--- config.mk ---
export PLATFORM = sky130hd
export DESIGN_NAME = ring_deque_with_high_water_core
export DESIGN_NICKNAME = d
export VERILOG_FILES = /design/src/sv/rdq_pkg.sv /design/src/sv/rdq_front.sv /design/src/sv/rdq_cmd_queue.sv /design/src/sv/rdq_back.sv /design/src/sv/ring_deque_with_high_water_core.sv
export VERILOG_INCLUDE_DIRS = /design/src /design/src/sv
export SDC_FILE = /design/constraint.sdc
export NUM_CORES = 1
export LEC_CHECK = 0
export ABC_AREA = 1
export BUFFER_PORTS_ARGS = -buffer_cell sky130_fd_sc_hd__buf_2
export CAP_MARGIN = 10
export CORE_UTILIZATION = 34
export DETAILED_ROUTE_END_ITERATION = 10
export MAX_ROUTING_LAYER = met4
export PLACE_DENSITY = 0.6
export REMOVE_ABC_BUFFERS = 1
export SETUP_SLACK_MARGIN = 0.15
export SKIP_CTS_REPAIR_TIMING = 1
export SLEW_MARGIN = 25
export SYNTH_ARGS = -nofsm -noshare
export SYNTH_HDL_FRONTEND = slang
export SYNTH_SLANG_ARGS = --single-unit
--- constraint.sdc ---
create_clock -name clk -period 6.7 [get_ports clk]
set_clock_uncertainty 0.2 [all_clocks]
set_input_delay 1.005 -clock clk [delete_from_list [all_inputs] [get_ports clk]]
set_output_delay 1.005 -clock clk [all_outputs]
set_load 0.02 [all_outputs]
--- src/sv/ring_deque_with_high_water_core_assert.svh ---
// Assertion macros shared by the queue core.
// Each macro samples on the rising edge of clk and is muted while rst_n is low.
`ifndef RING_DEQUE_WITH_HIGH_WATER_CORE_ASSERT_SVH
`define RING_DEQUE_WITH_HIGH_WATER_CORE_ASSERT_SVH

// Check a consequence in the same cycle as its trigger.
`define RDQ_ASSERT_SAME(label, trig, cons, msg) \
  label: assert property (@(posedge clk) disable iff (!rst_n) (trig) |-> (cons)) \
    else $error(msg);

// Check a consequence in the cycle after its trigger.
`define RDQ_ASSERT_NEXT(label, trig, cons, msg) \
  label: assert property (@(posedge clk) disable iff (!rst_n) (trig) |=> (cons)) \
    else $error(msg);

`endif

--- src/sv/rdq_pkg.sv ---
package rdq_pkg;

  // Queue geometry
  localparam int QUEUE_DEPTH = 16;
  localparam int WORD_W      = 32;
  localparam int PTR_W       = $clog2(QUEUE_DEPTH);
  localparam int CNT_W       = $clog2(QUEUE_DEPTH + 1);

  // Request codes
  localparam int ACT_W = 3;
  localparam logic [ACT_W-1:0] ACT_PUSH_TAIL = 3'd0;
  localparam logic [ACT_W-1:0] ACT_PUSH_HEAD = 3'd1;
  localparam logic [ACT_W-1:0] ACT_PEEK      = 3'd2;
  localparam logic [ACT_W-1:0] ACT_DROP      = 3'd3;
  localparam logic [ACT_W-1:0] ACT_POP       = 3'd4;
  localparam logic [ACT_W-1:0] ACT_READ_MARK = 3'd5;
  localparam logic [ACT_W-1:0] ACT_CLEAR     = 3'd6;

  // Result status codes
  typedef enum logic [1:0] {
    ST_OK       = 2'd0,
    ST_EMPTY    = 2'd1,
    ST_OVERFLOW = 2'd2
  } status_t;

  // Stream packing
  localparam int IN_BITS  = ACT_W + WORD_W;
  localparam int IN_W     = ((IN_BITS + 7) / 8) * 8;
  localparam int OUT_BITS = WORD_W + 2 + 2 * CNT_W;
  localparam int OUT_W    = ((OUT_BITS + 7) / 8) * 8;

  // Command queue between front and back
  localparam int CQ_DEPTH = 2;
  localparam int CQ_PTR_W = 1;
  localparam int CQ_CNT_W = 2;

  // Classified request
  typedef struct packed {
    logic              push;
    logic              at_head;
    logic              take;
    logic              read;
    logic              advance;
    logic              read_mark;
    logic              clear;
    logic [WORD_W-1:0] word;
  } cmd_t;

  // Result fields
  typedef struct packed {
    logic [WORD_W-1:0] message;
    status_t           status;
    logic [CNT_W-1:0]  pending;
    logic [CNT_W-1:0]  mark;
  } res_t;

endpackage

--- src/sv/rdq_front.sv ---
module rdq_front (
  input  logic                      in_tvalid,
  output logic                      in_tready,
  input  logic [rdq_pkg::IN_W-1:0]  in_tdata,
  output logic                      cmd_valid,
  input  logic                      cmd_ready,
  output rdq_pkg::cmd_t             cmd
);

  logic [rdq_pkg::ACT_W-1:0] action;

  assign action    = in_tdata[rdq_pkg::ACT_W-1:0];
  assign cmd_valid = in_tvalid;
  assign in_tready = cmd_ready;

  // Classify the request into control flags
  always_comb begin
    cmd           = '0;
    cmd.word      = in_tdata[rdq_pkg::ACT_W +: rdq_pkg::WORD_W];
    case (action)
      rdq_pkg::ACT_PUSH_TAIL: begin
        cmd.push = 1'b1;
      end
      rdq_pkg::ACT_PUSH_HEAD: begin
        cmd.push    = 1'b1;
        cmd.at_head = 1'b1;
      end
      rdq_pkg::ACT_PEEK: begin
        cmd.take = 1'b1;
        cmd.read = 1'b1;
      end
      rdq_pkg::ACT_DROP: begin
        cmd.take    = 1'b1;
        cmd.advance = 1'b1;
      end
      rdq_pkg::ACT_POP: begin
        cmd.take    = 1'b1;
        cmd.read    = 1'b1;
        cmd.advance = 1'b1;
      end
      rdq_pkg::ACT_READ_MARK: begin
        cmd.read_mark = 1'b1;
      end
      rdq_pkg::ACT_CLEAR: begin
        cmd.clear = 1'b1;
      end
      default: begin
        cmd.push = 1'b0;
      end
    endcase
  end

endmodule

--- src/sv/rdq_cmd_queue.sv ---
module rdq_cmd_queue (
  input  logic          clk,
  input  logic          rst_n,
  input  logic          wr_valid,
  output logic          wr_ready,
  input  rdq_pkg::cmd_t wr_cmd,
  output logic          rd_valid,
  input  logic          rd_ready,
  output rdq_pkg::cmd_t rd_cmd
);

  rdq_pkg::cmd_t                  slot_r [rdq_pkg::CQ_DEPTH];
  logic [rdq_pkg::CQ_PTR_W-1:0]   wr_ptr_r, wr_ptr_nxt;
  logic [rdq_pkg::CQ_PTR_W-1:0]   rd_ptr_r, rd_ptr_nxt;
  logic [rdq_pkg::CQ_CNT_W-1:0]   cnt_r, cnt_nxt;
  logic                           do_wr, do_rd;

  assign wr_ready = (cnt_r != rdq_pkg::CQ_CNT_W'(rdq_pkg::CQ_DEPTH));
  assign rd_valid = (cnt_r != '0);
  assign rd_cmd   = slot_r[rd_ptr_r];
  assign do_wr    = wr_valid && wr_ready;
  assign do_rd    = rd_valid && rd_ready;

  // Advance pointers and fill count
  always_comb begin
    wr_ptr_nxt = do_wr ? wr_ptr_r + 1'b1 : wr_ptr_r;
    rd_ptr_nxt = do_rd ? rd_ptr_r + 1'b1 : rd_ptr_r;
    cnt_nxt    = cnt_r;
    if (do_wr && !do_rd) begin
      cnt_nxt = cnt_r + 1'b1;
    end else if (do_rd && !do_wr) begin
      cnt_nxt = cnt_r - 1'b1;
    end
  end

  always_ff @(posedge clk) begin
    if (!rst_n) begin
      wr_ptr_r <= '0;
      rd_ptr_r <= '0;
      cnt_r    <= '0;
    end else begin
      wr_ptr_r <= wr_ptr_nxt;
      rd_ptr_r <= rd_ptr_nxt;
      cnt_r    <= cnt_nxt;
    end
  end

  // Store the incoming beat
  always_ff @(posedge clk) begin
    if (do_wr) begin
      slot_r[wr_ptr_r] <= wr_cmd;
    end
  end

endmodule

--- src/sv/rdq_back.sv ---
module rdq_back (
  input  logic          clk,
  input  logic          rst_n,
  input  logic          cmd_valid,
  output logic          cmd_ready,
  input  rdq_pkg::cmd_t cmd,
  output logic          res_valid,
  input  logic          res_ready,
  output rdq_pkg::res_t res
);

  logic [rdq_pkg::WORD_W-1:0] mem [rdq_pkg::QUEUE_DEPTH];

  logic [rdq_pkg::PTR_W-1:0]  head_r, head_nxt;
  logic [rdq_pkg::PTR_W-1:0]  tail_r, tail_nxt;
  logic [rdq_pkg::CNT_W-1:0]  cnt_r, cnt_nxt;
  logic [rdq_pkg::CNT_W-1:0]  peak_r, peak_nxt;
  logic                       out_valid_r, out_valid_nxt;

  logic [rdq_pkg::WORD_W-1:0] rd_data_r;
  logic                       msg_en_r;
  rdq_pkg::status_t           status_r, status_nxt;
  logic [rdq_pkg::CNT_W-1:0]  pend_r;
  logic [rdq_pkg::CNT_W-1:0]  mark_r, mark_nxt;

  logic                       go;
  logic                       full, empty;
  logic                       push_ok, take_ok;
  logic [rdq_pkg::PTR_W-1:0]  head_dec, head_inc, tail_inc;
  logic [rdq_pkg::PTR_W-1:0]  wr_addr;

  localparam logic [rdq_pkg::PTR_W-1:0] LastIdx = rdq_pkg::PTR_W'(rdq_pkg::QUEUE_DEPTH - 1);

  // Execute when the result slot is free or drains this cycle
  assign go        = cmd_valid && (!out_valid_r || res_ready);
  assign cmd_ready = go;

  assign full     = (cnt_r == rdq_pkg::CNT_W'(rdq_pkg::QUEUE_DEPTH));
  assign empty    = (cnt_r == '0);
  assign push_ok  = cmd.push && !full;
  assign take_ok  = cmd.take && !empty;
  assign head_dec = (head_r == '0) ? LastIdx : head_r - 1'b1;
  assign head_inc = (head_r == LastIdx) ? '0 : head_r + 1'b1;
  assign tail_inc = (tail_r == LastIdx) ? '0 : tail_r + 1'b1;
  assign wr_addr  = cmd.at_head ? head_dec : tail_r;

  // Next pointers, count, mark and status
  always_comb begin
    head_nxt   = head_r;
    tail_nxt   = tail_r;
    cnt_nxt    = cnt_r;
    peak_nxt   = peak_r;
    status_nxt = rdq_pkg::ST_OK;
    if (cmd.push && full) begin
      status_nxt = rdq_pkg::ST_OVERFLOW;
    end
    if (cmd.take && empty) begin
      status_nxt = rdq_pkg::ST_EMPTY;
    end
    if (push_ok) begin
      cnt_nxt = cnt_r + 1'b1;
      if (cmd.at_head) begin
        head_nxt = head_dec;
      end else begin
        tail_nxt = tail_inc;
      end
      if (cnt_nxt > peak_r) begin
        peak_nxt = cnt_nxt;
      end
    end
    if (take_ok && cmd.advance) begin
      head_nxt = head_inc;
      cnt_nxt  = cnt_r - 1'b1;
    end
    if (cmd.clear) begin
      head_nxt = '0;
      tail_nxt = '0;
      cnt_nxt  = '0;
      peak_nxt = '0;
    end
    mark_nxt = peak_nxt;
    if (cmd.read_mark) begin
      peak_nxt = '0;
    end
  end

  // Hold result slot valid until taken
  always_comb begin
    out_valid_nxt = out_valid_r;
    if (go) begin
      out_valid_nxt = 1'b1;
    end else if (res_ready) begin
      out_valid_nxt = 1'b0;
    end
  end

  // Control state
  always_ff @(posedge clk) begin
    if (!rst_n) begin
      head_r      <= '0;
      tail_r      <= '0;
      cnt_r       <= '0;
      peak_r      <= '0;
      out_valid_r <= 1'b0;
    end else begin
      out_valid_r <= out_valid_nxt;
      if (go) begin
        head_r <= head_nxt;
        tail_r <= tail_nxt;
        cnt_r  <= cnt_nxt;
        peak_r <= peak_nxt;
      end
    end
  end

  // Result payload
  always_ff @(posedge clk) begin
    if (go) begin
      msg_en_r <= cmd.read && !empty;
      status_r <= status_nxt;
      pend_r   <= cnt_nxt;
      mark_r   <= mark_nxt;
    end
  end

  // Entry store: at most one write and one registered read per beat
  always_ff @(posedge clk) begin
    if (go && push_ok) begin
      mem[wr_addr] <= cmd.word;
    end
    if (go) begin
      rd_data_r <= mem[head_r];
    end
  end

  assign res_valid   = out_valid_r;
  assign res.message = msg_en_r ? rd_data_r : '0;
  assign res.status  = status_r;
  assign res.pending = pend_r;
  assign res.mark    = mark_r;

endmodule

--- src/sv/ring_deque_with_high_water_core.sv ---
// Channel | Direction | Handshake           | Payload
// in_     | slave     | in_tvalid/in_tready | in_tdata: action, message_in
// out_    | master    | out_tvalid/out_tready | out_tdata: message_out, status,
//         |           |                     |   pending_count, high_mark
//
// One request per cycle sustained unless the output stalls; each accepted beat
// is registered first in the command queue, then in the back unit.
// The back unit sets the rate: at most one store write and one read per beat.
// Reset is synchronous on rst_n: pointers, counts and queue state clear;
// the entry store is not cleared.
// A stalled output holds one result while two more requests wait in the queue.
module ring_deque_with_high_water_core (
  input  logic                      clk,
  input  logic                      rst_n,
  input  logic                      in_tvalid,
  output logic                      in_tready,
  // [2:0] action, [34:3] message_in, rest zero
  input  logic [rdq_pkg::IN_W-1:0]  in_tdata,
  output logic                      out_tvalid,
  input  logic                      out_tready,
  // [31:0] message_out, [33:32] status, [38:34] pending_count,
  // [43:39] high_mark, rest zero
  output logic [rdq_pkg::OUT_W-1:0] out_tdata
);

`include "ring_deque_with_high_water_core_assert.svh"

  rdq_pkg::cmd_t front_cmd, back_cmd;
  logic          front_valid, front_ready;
  logic          back_valid, back_ready;
  rdq_pkg::res_t res;

  rdq_front u_front (
    .in_tvalid (in_tvalid),
    .in_tready (in_tready),
    .in_tdata  (in_tdata),
    .cmd_valid (front_valid),
    .cmd_ready (front_ready),
    .cmd       (front_cmd)
  );

  rdq_cmd_queue u_cmd_queue (
    .clk      (clk),
    .rst_n    (rst_n),
    .wr_valid (front_valid),
    .wr_ready (front_ready),
    .wr_cmd   (front_cmd),
    .rd_valid (back_valid),
    .rd_ready (back_ready),
    .rd_cmd   (back_cmd)
  );

  rdq_back u_back (
    .clk       (clk),
    .rst_n     (rst_n),
    .cmd_valid (back_valid),
    .cmd_ready (back_ready),
    .cmd       (back_cmd),
    .res_valid (out_tvalid),
    .res_ready (out_tready),
    .res       (res)
  );

  // Pack result fields from the low bit up
  assign out_tdata = rdq_pkg::OUT_W'({res.mark, res.pending, res.status, res.message});

  // Result checks
  `RDQ_ASSERT_SAME(a_overflow_full, out_tvalid && res.status == rdq_pkg::ST_OVERFLOW,
                   res.pending == rdq_pkg::CNT_W'(rdq_pkg::QUEUE_DEPTH),
                   "overflow reported on a queue that is not full")
  `RDQ_ASSERT_SAME(a_empty_result, out_tvalid && res.status == rdq_pkg::ST_EMPTY,
                   res.pending == '0 && res.message == '0,
                   "empty status with nonzero count or message")
  `RDQ_ASSERT_NEXT(a_result_follows, back_valid && back_ready, out_tvalid,
                   "executed command left no result")

endmodule

==> metrics <==
Post-Synthesis Cells=2012; status=finished clean; Synth area leaders=edfxtp_1, o21ai_0, nor2_1; Avg Inst Size Synth=13.0 sq um; fillers=7120; sequential area share after synthesis=74.6%; crit end category=flop; CP startpoint kind=flop; final period utilization=62.9%; via count=16.2k; Placement Setup Slack=2.45 ns; Yosys cell types=39; crit path kind=flop to flop; Critical Path Max Stage Delay=0.75 ns; buffer depth of the longest clock path=3; drt initial violations=1316; Max-slew headroom=30.1%; drt pass-1 iters=5; Site Rows=between 100 and 150; Non-Filler Instances=3160; fin worst setup slack=2.48 ns; Ports=94; Main synth FF type=edfxtp_1; final net count=around 2.1k; Cell Area, Synth=26200 sq um; WP data arrival=4.28 ns; Hold Violations, Final=0; Post-synth EDFFs=635; ANT nets after route=0; Die W=about 280 microns; largest net degree at the start of global routing=129; vias in the first global route=16.1k; first-pass GRT wire length=95.1 mm; Vert. Die Dim=280 microns; final WL=about 63 mm; Worst path slowest cell=dfxtp_4; fmax=between 200 and 250 MHz; # diodes=0; r2r startpoint=u_back.head_r[1]; leak pwr=slightly above 10 nW; worst hold slack=about 0.25 ns; count leader, synth=edfxtp_1; Clock Tree Root=clkbuf_16; Routed WL per cell=20.0 microns; synth-to-layout area growth=14.0%; pwr/cell area=446 nW/um^2; max_cap viols=0; Ys Warns=0; TritonCTS clock tree=done; CTS HTree Levels=3; hold path startpoint=u_cmd_queue.rd_ptr_r; Hold Path Class=flop to flop; share of layout cells above drive strength 1=between 10% and 20%; worst path buffer plus inverter count=3; total gr overflow=0; leading area contributor after synthesis=edfxtp_1; CP startpoint=u_back.head_r[1]; clk_lat worst skew=around 0.6 ns; required time of the critical path=6.77 ns; Slew Viols, Final=0; Sink Count=659; Least-Margin Pin Slew=around 1.0 ns; maximum vdd drop=0.382 mV; critical path peak fanout=50; Yosys top cell area share=slightly above 70%; core area=76100 sq um; clock transition at the registers of the reported paths=0.06 ns; # setup viols final=0; DRC=0; GPL Wtd Cong=0.777; die area=78200 sq um; Final min period=4.22 ns; # placed instances=3037; IO buf count=84; Top cell by count, worst path=nand2_1; ys async rst share=0%; total power=13.3 mW; flop and latch count out of synthesis=between 600 and 700; initial antenna violation count=0; Via density=about 5.1; GR Util All Layers=around 17%; Initial Utilization=34.4%; Cell Chain, Critical Path=inv_2, ha_1, nand2_1, nand2_1, nand2_1, o21ai_0, inv_1, nand3_1, nor2_4, buf_4; cell family with most CP delay=simple AND/OR/NAND/NOR gates; top post-synthesis cells by count=edfxtp_1, nor2_1, nand2_1; Post-DP HPWL=around 33 mm; RSZ-0062 raised after global routing=no; CTS buffer count=68
-- power by group --
group          switching, mW  total (mW)  internal (mW)
combinational           2.89        3.87          0.985
sequential             0.198        5.68           5.49
clock                   1.58        3.77           2.19
-- logic make-up (layout without fill, tap and decap cells) --
family / count (synthesis) / in the layout / share of synthesized area, %
adders and majority gates: 13 / 13 / 0.621
buffers and inverters: 208 / 323 / 3.91
AOI/OAI and AO/OA: 466 / 466 / 10.2
xor gates and xnor gates: 9 / 9 / 0.301
other: 1 / 4 / 0.0143
DFF: 659 / 659 / 74.6
and+or+nand+nor: 656 / 656 / 10.3
-- metrics by stage --
stage / util [%] / instance area [sq um] / setup TNS, ns
2_1_floorplan: - / 25500 / -1243.75
3_3_place_gp: 36.3 / 27600 / 0
3_5_place_dp: 36.3 / 27600 / 0
4_1_cts: 39.2 / 29800 / 0
5_1_grt: 39.2 / 29800 / 0
6_report: 39.2 / 29800 / 0
-- flip-flops by register name, summed over array words and instances (netlist names), named ones only --
signal and cells:
u_back.cnt_r 5, u_back.mark_r 5, u_cmd_queue.wr_ptr_r 1, u_cmd_queue.cnt_r 2, u_back.pend_r 5, u_back.peak_r 5
u_back.head_r 4, u_back.status_r 2, u_back.mem 512, u_back.msg_en_r 1, u_cmd_queue.slot_r 78, u_back.tail_r 4
u_cmd_queue.rd_ptr_r 1, u_back.res_valid 1, u_back.rd_data_r 32
-- cells in the final DEF, fill, tap and decap left out, types with 2 or more instances in the layout --
cell type,instances
edfxtp_1,635
nand2_1,268
nor2_1,255
o21ai_0,243
buf_2,84
o22ai_1,83
inv_1,72
clkbuf_16,69
nand3_1,68
o221ai_1,45
o21ai_1,38
buf_4,32
a21oi_1,31
o211ai_1,23
nor2_4,21
dfxtp_1,20
clkinv_1,19
nor2_2,17
ha_1,13
clkinv_2,10
clkbuf_1,10
inv_2,8
xor2_1,8
nand2_2,7
bufinv_16,7
nand4_1,6
and3_1,5
conb_1,4
clkinv_8,4
nor3_1,3
o21ai_2,2
nand3_2,2
dfxtp_2,2
inv_16,2
dfxtp_4,2
-- path summary, 6_finish.rpt --
kind / end / slack, ns / depth (start not counted)
worst max register to register: u_back.mem[6][24] / 2.48 / 10
worst min-delay path: flop / 0.25 / 1
worst max-delay path: u_back.mem[6][24] / 2.48 / 10
worst min register to register: flop / 0.25 / 1
-- per-layer routing --
layer,routed length [microns],GRT usage [%],vias to the layer above
li1,-,-,7466
met1,27900,21.8,8141
met2,30000,26.3,534
met3,3960,2.99,97
met4,1340,4.57,0
met5,0,-,-
-- layout make-up --
type                    instances  area [sq um]  share of cell area (%)
well taps                    1030          1290                    4.32
inverters                      82           313                    1.05
repair buffers                118           687                    2.30
clock inverters                43           449                    1.50
multi-input cells            1148          5780                    19.3
clock buffers                  80          1780                    5.96
flip-flops and latches        659         19600                    65.5
Note: power is estimated with default switching activity, not from simulation.
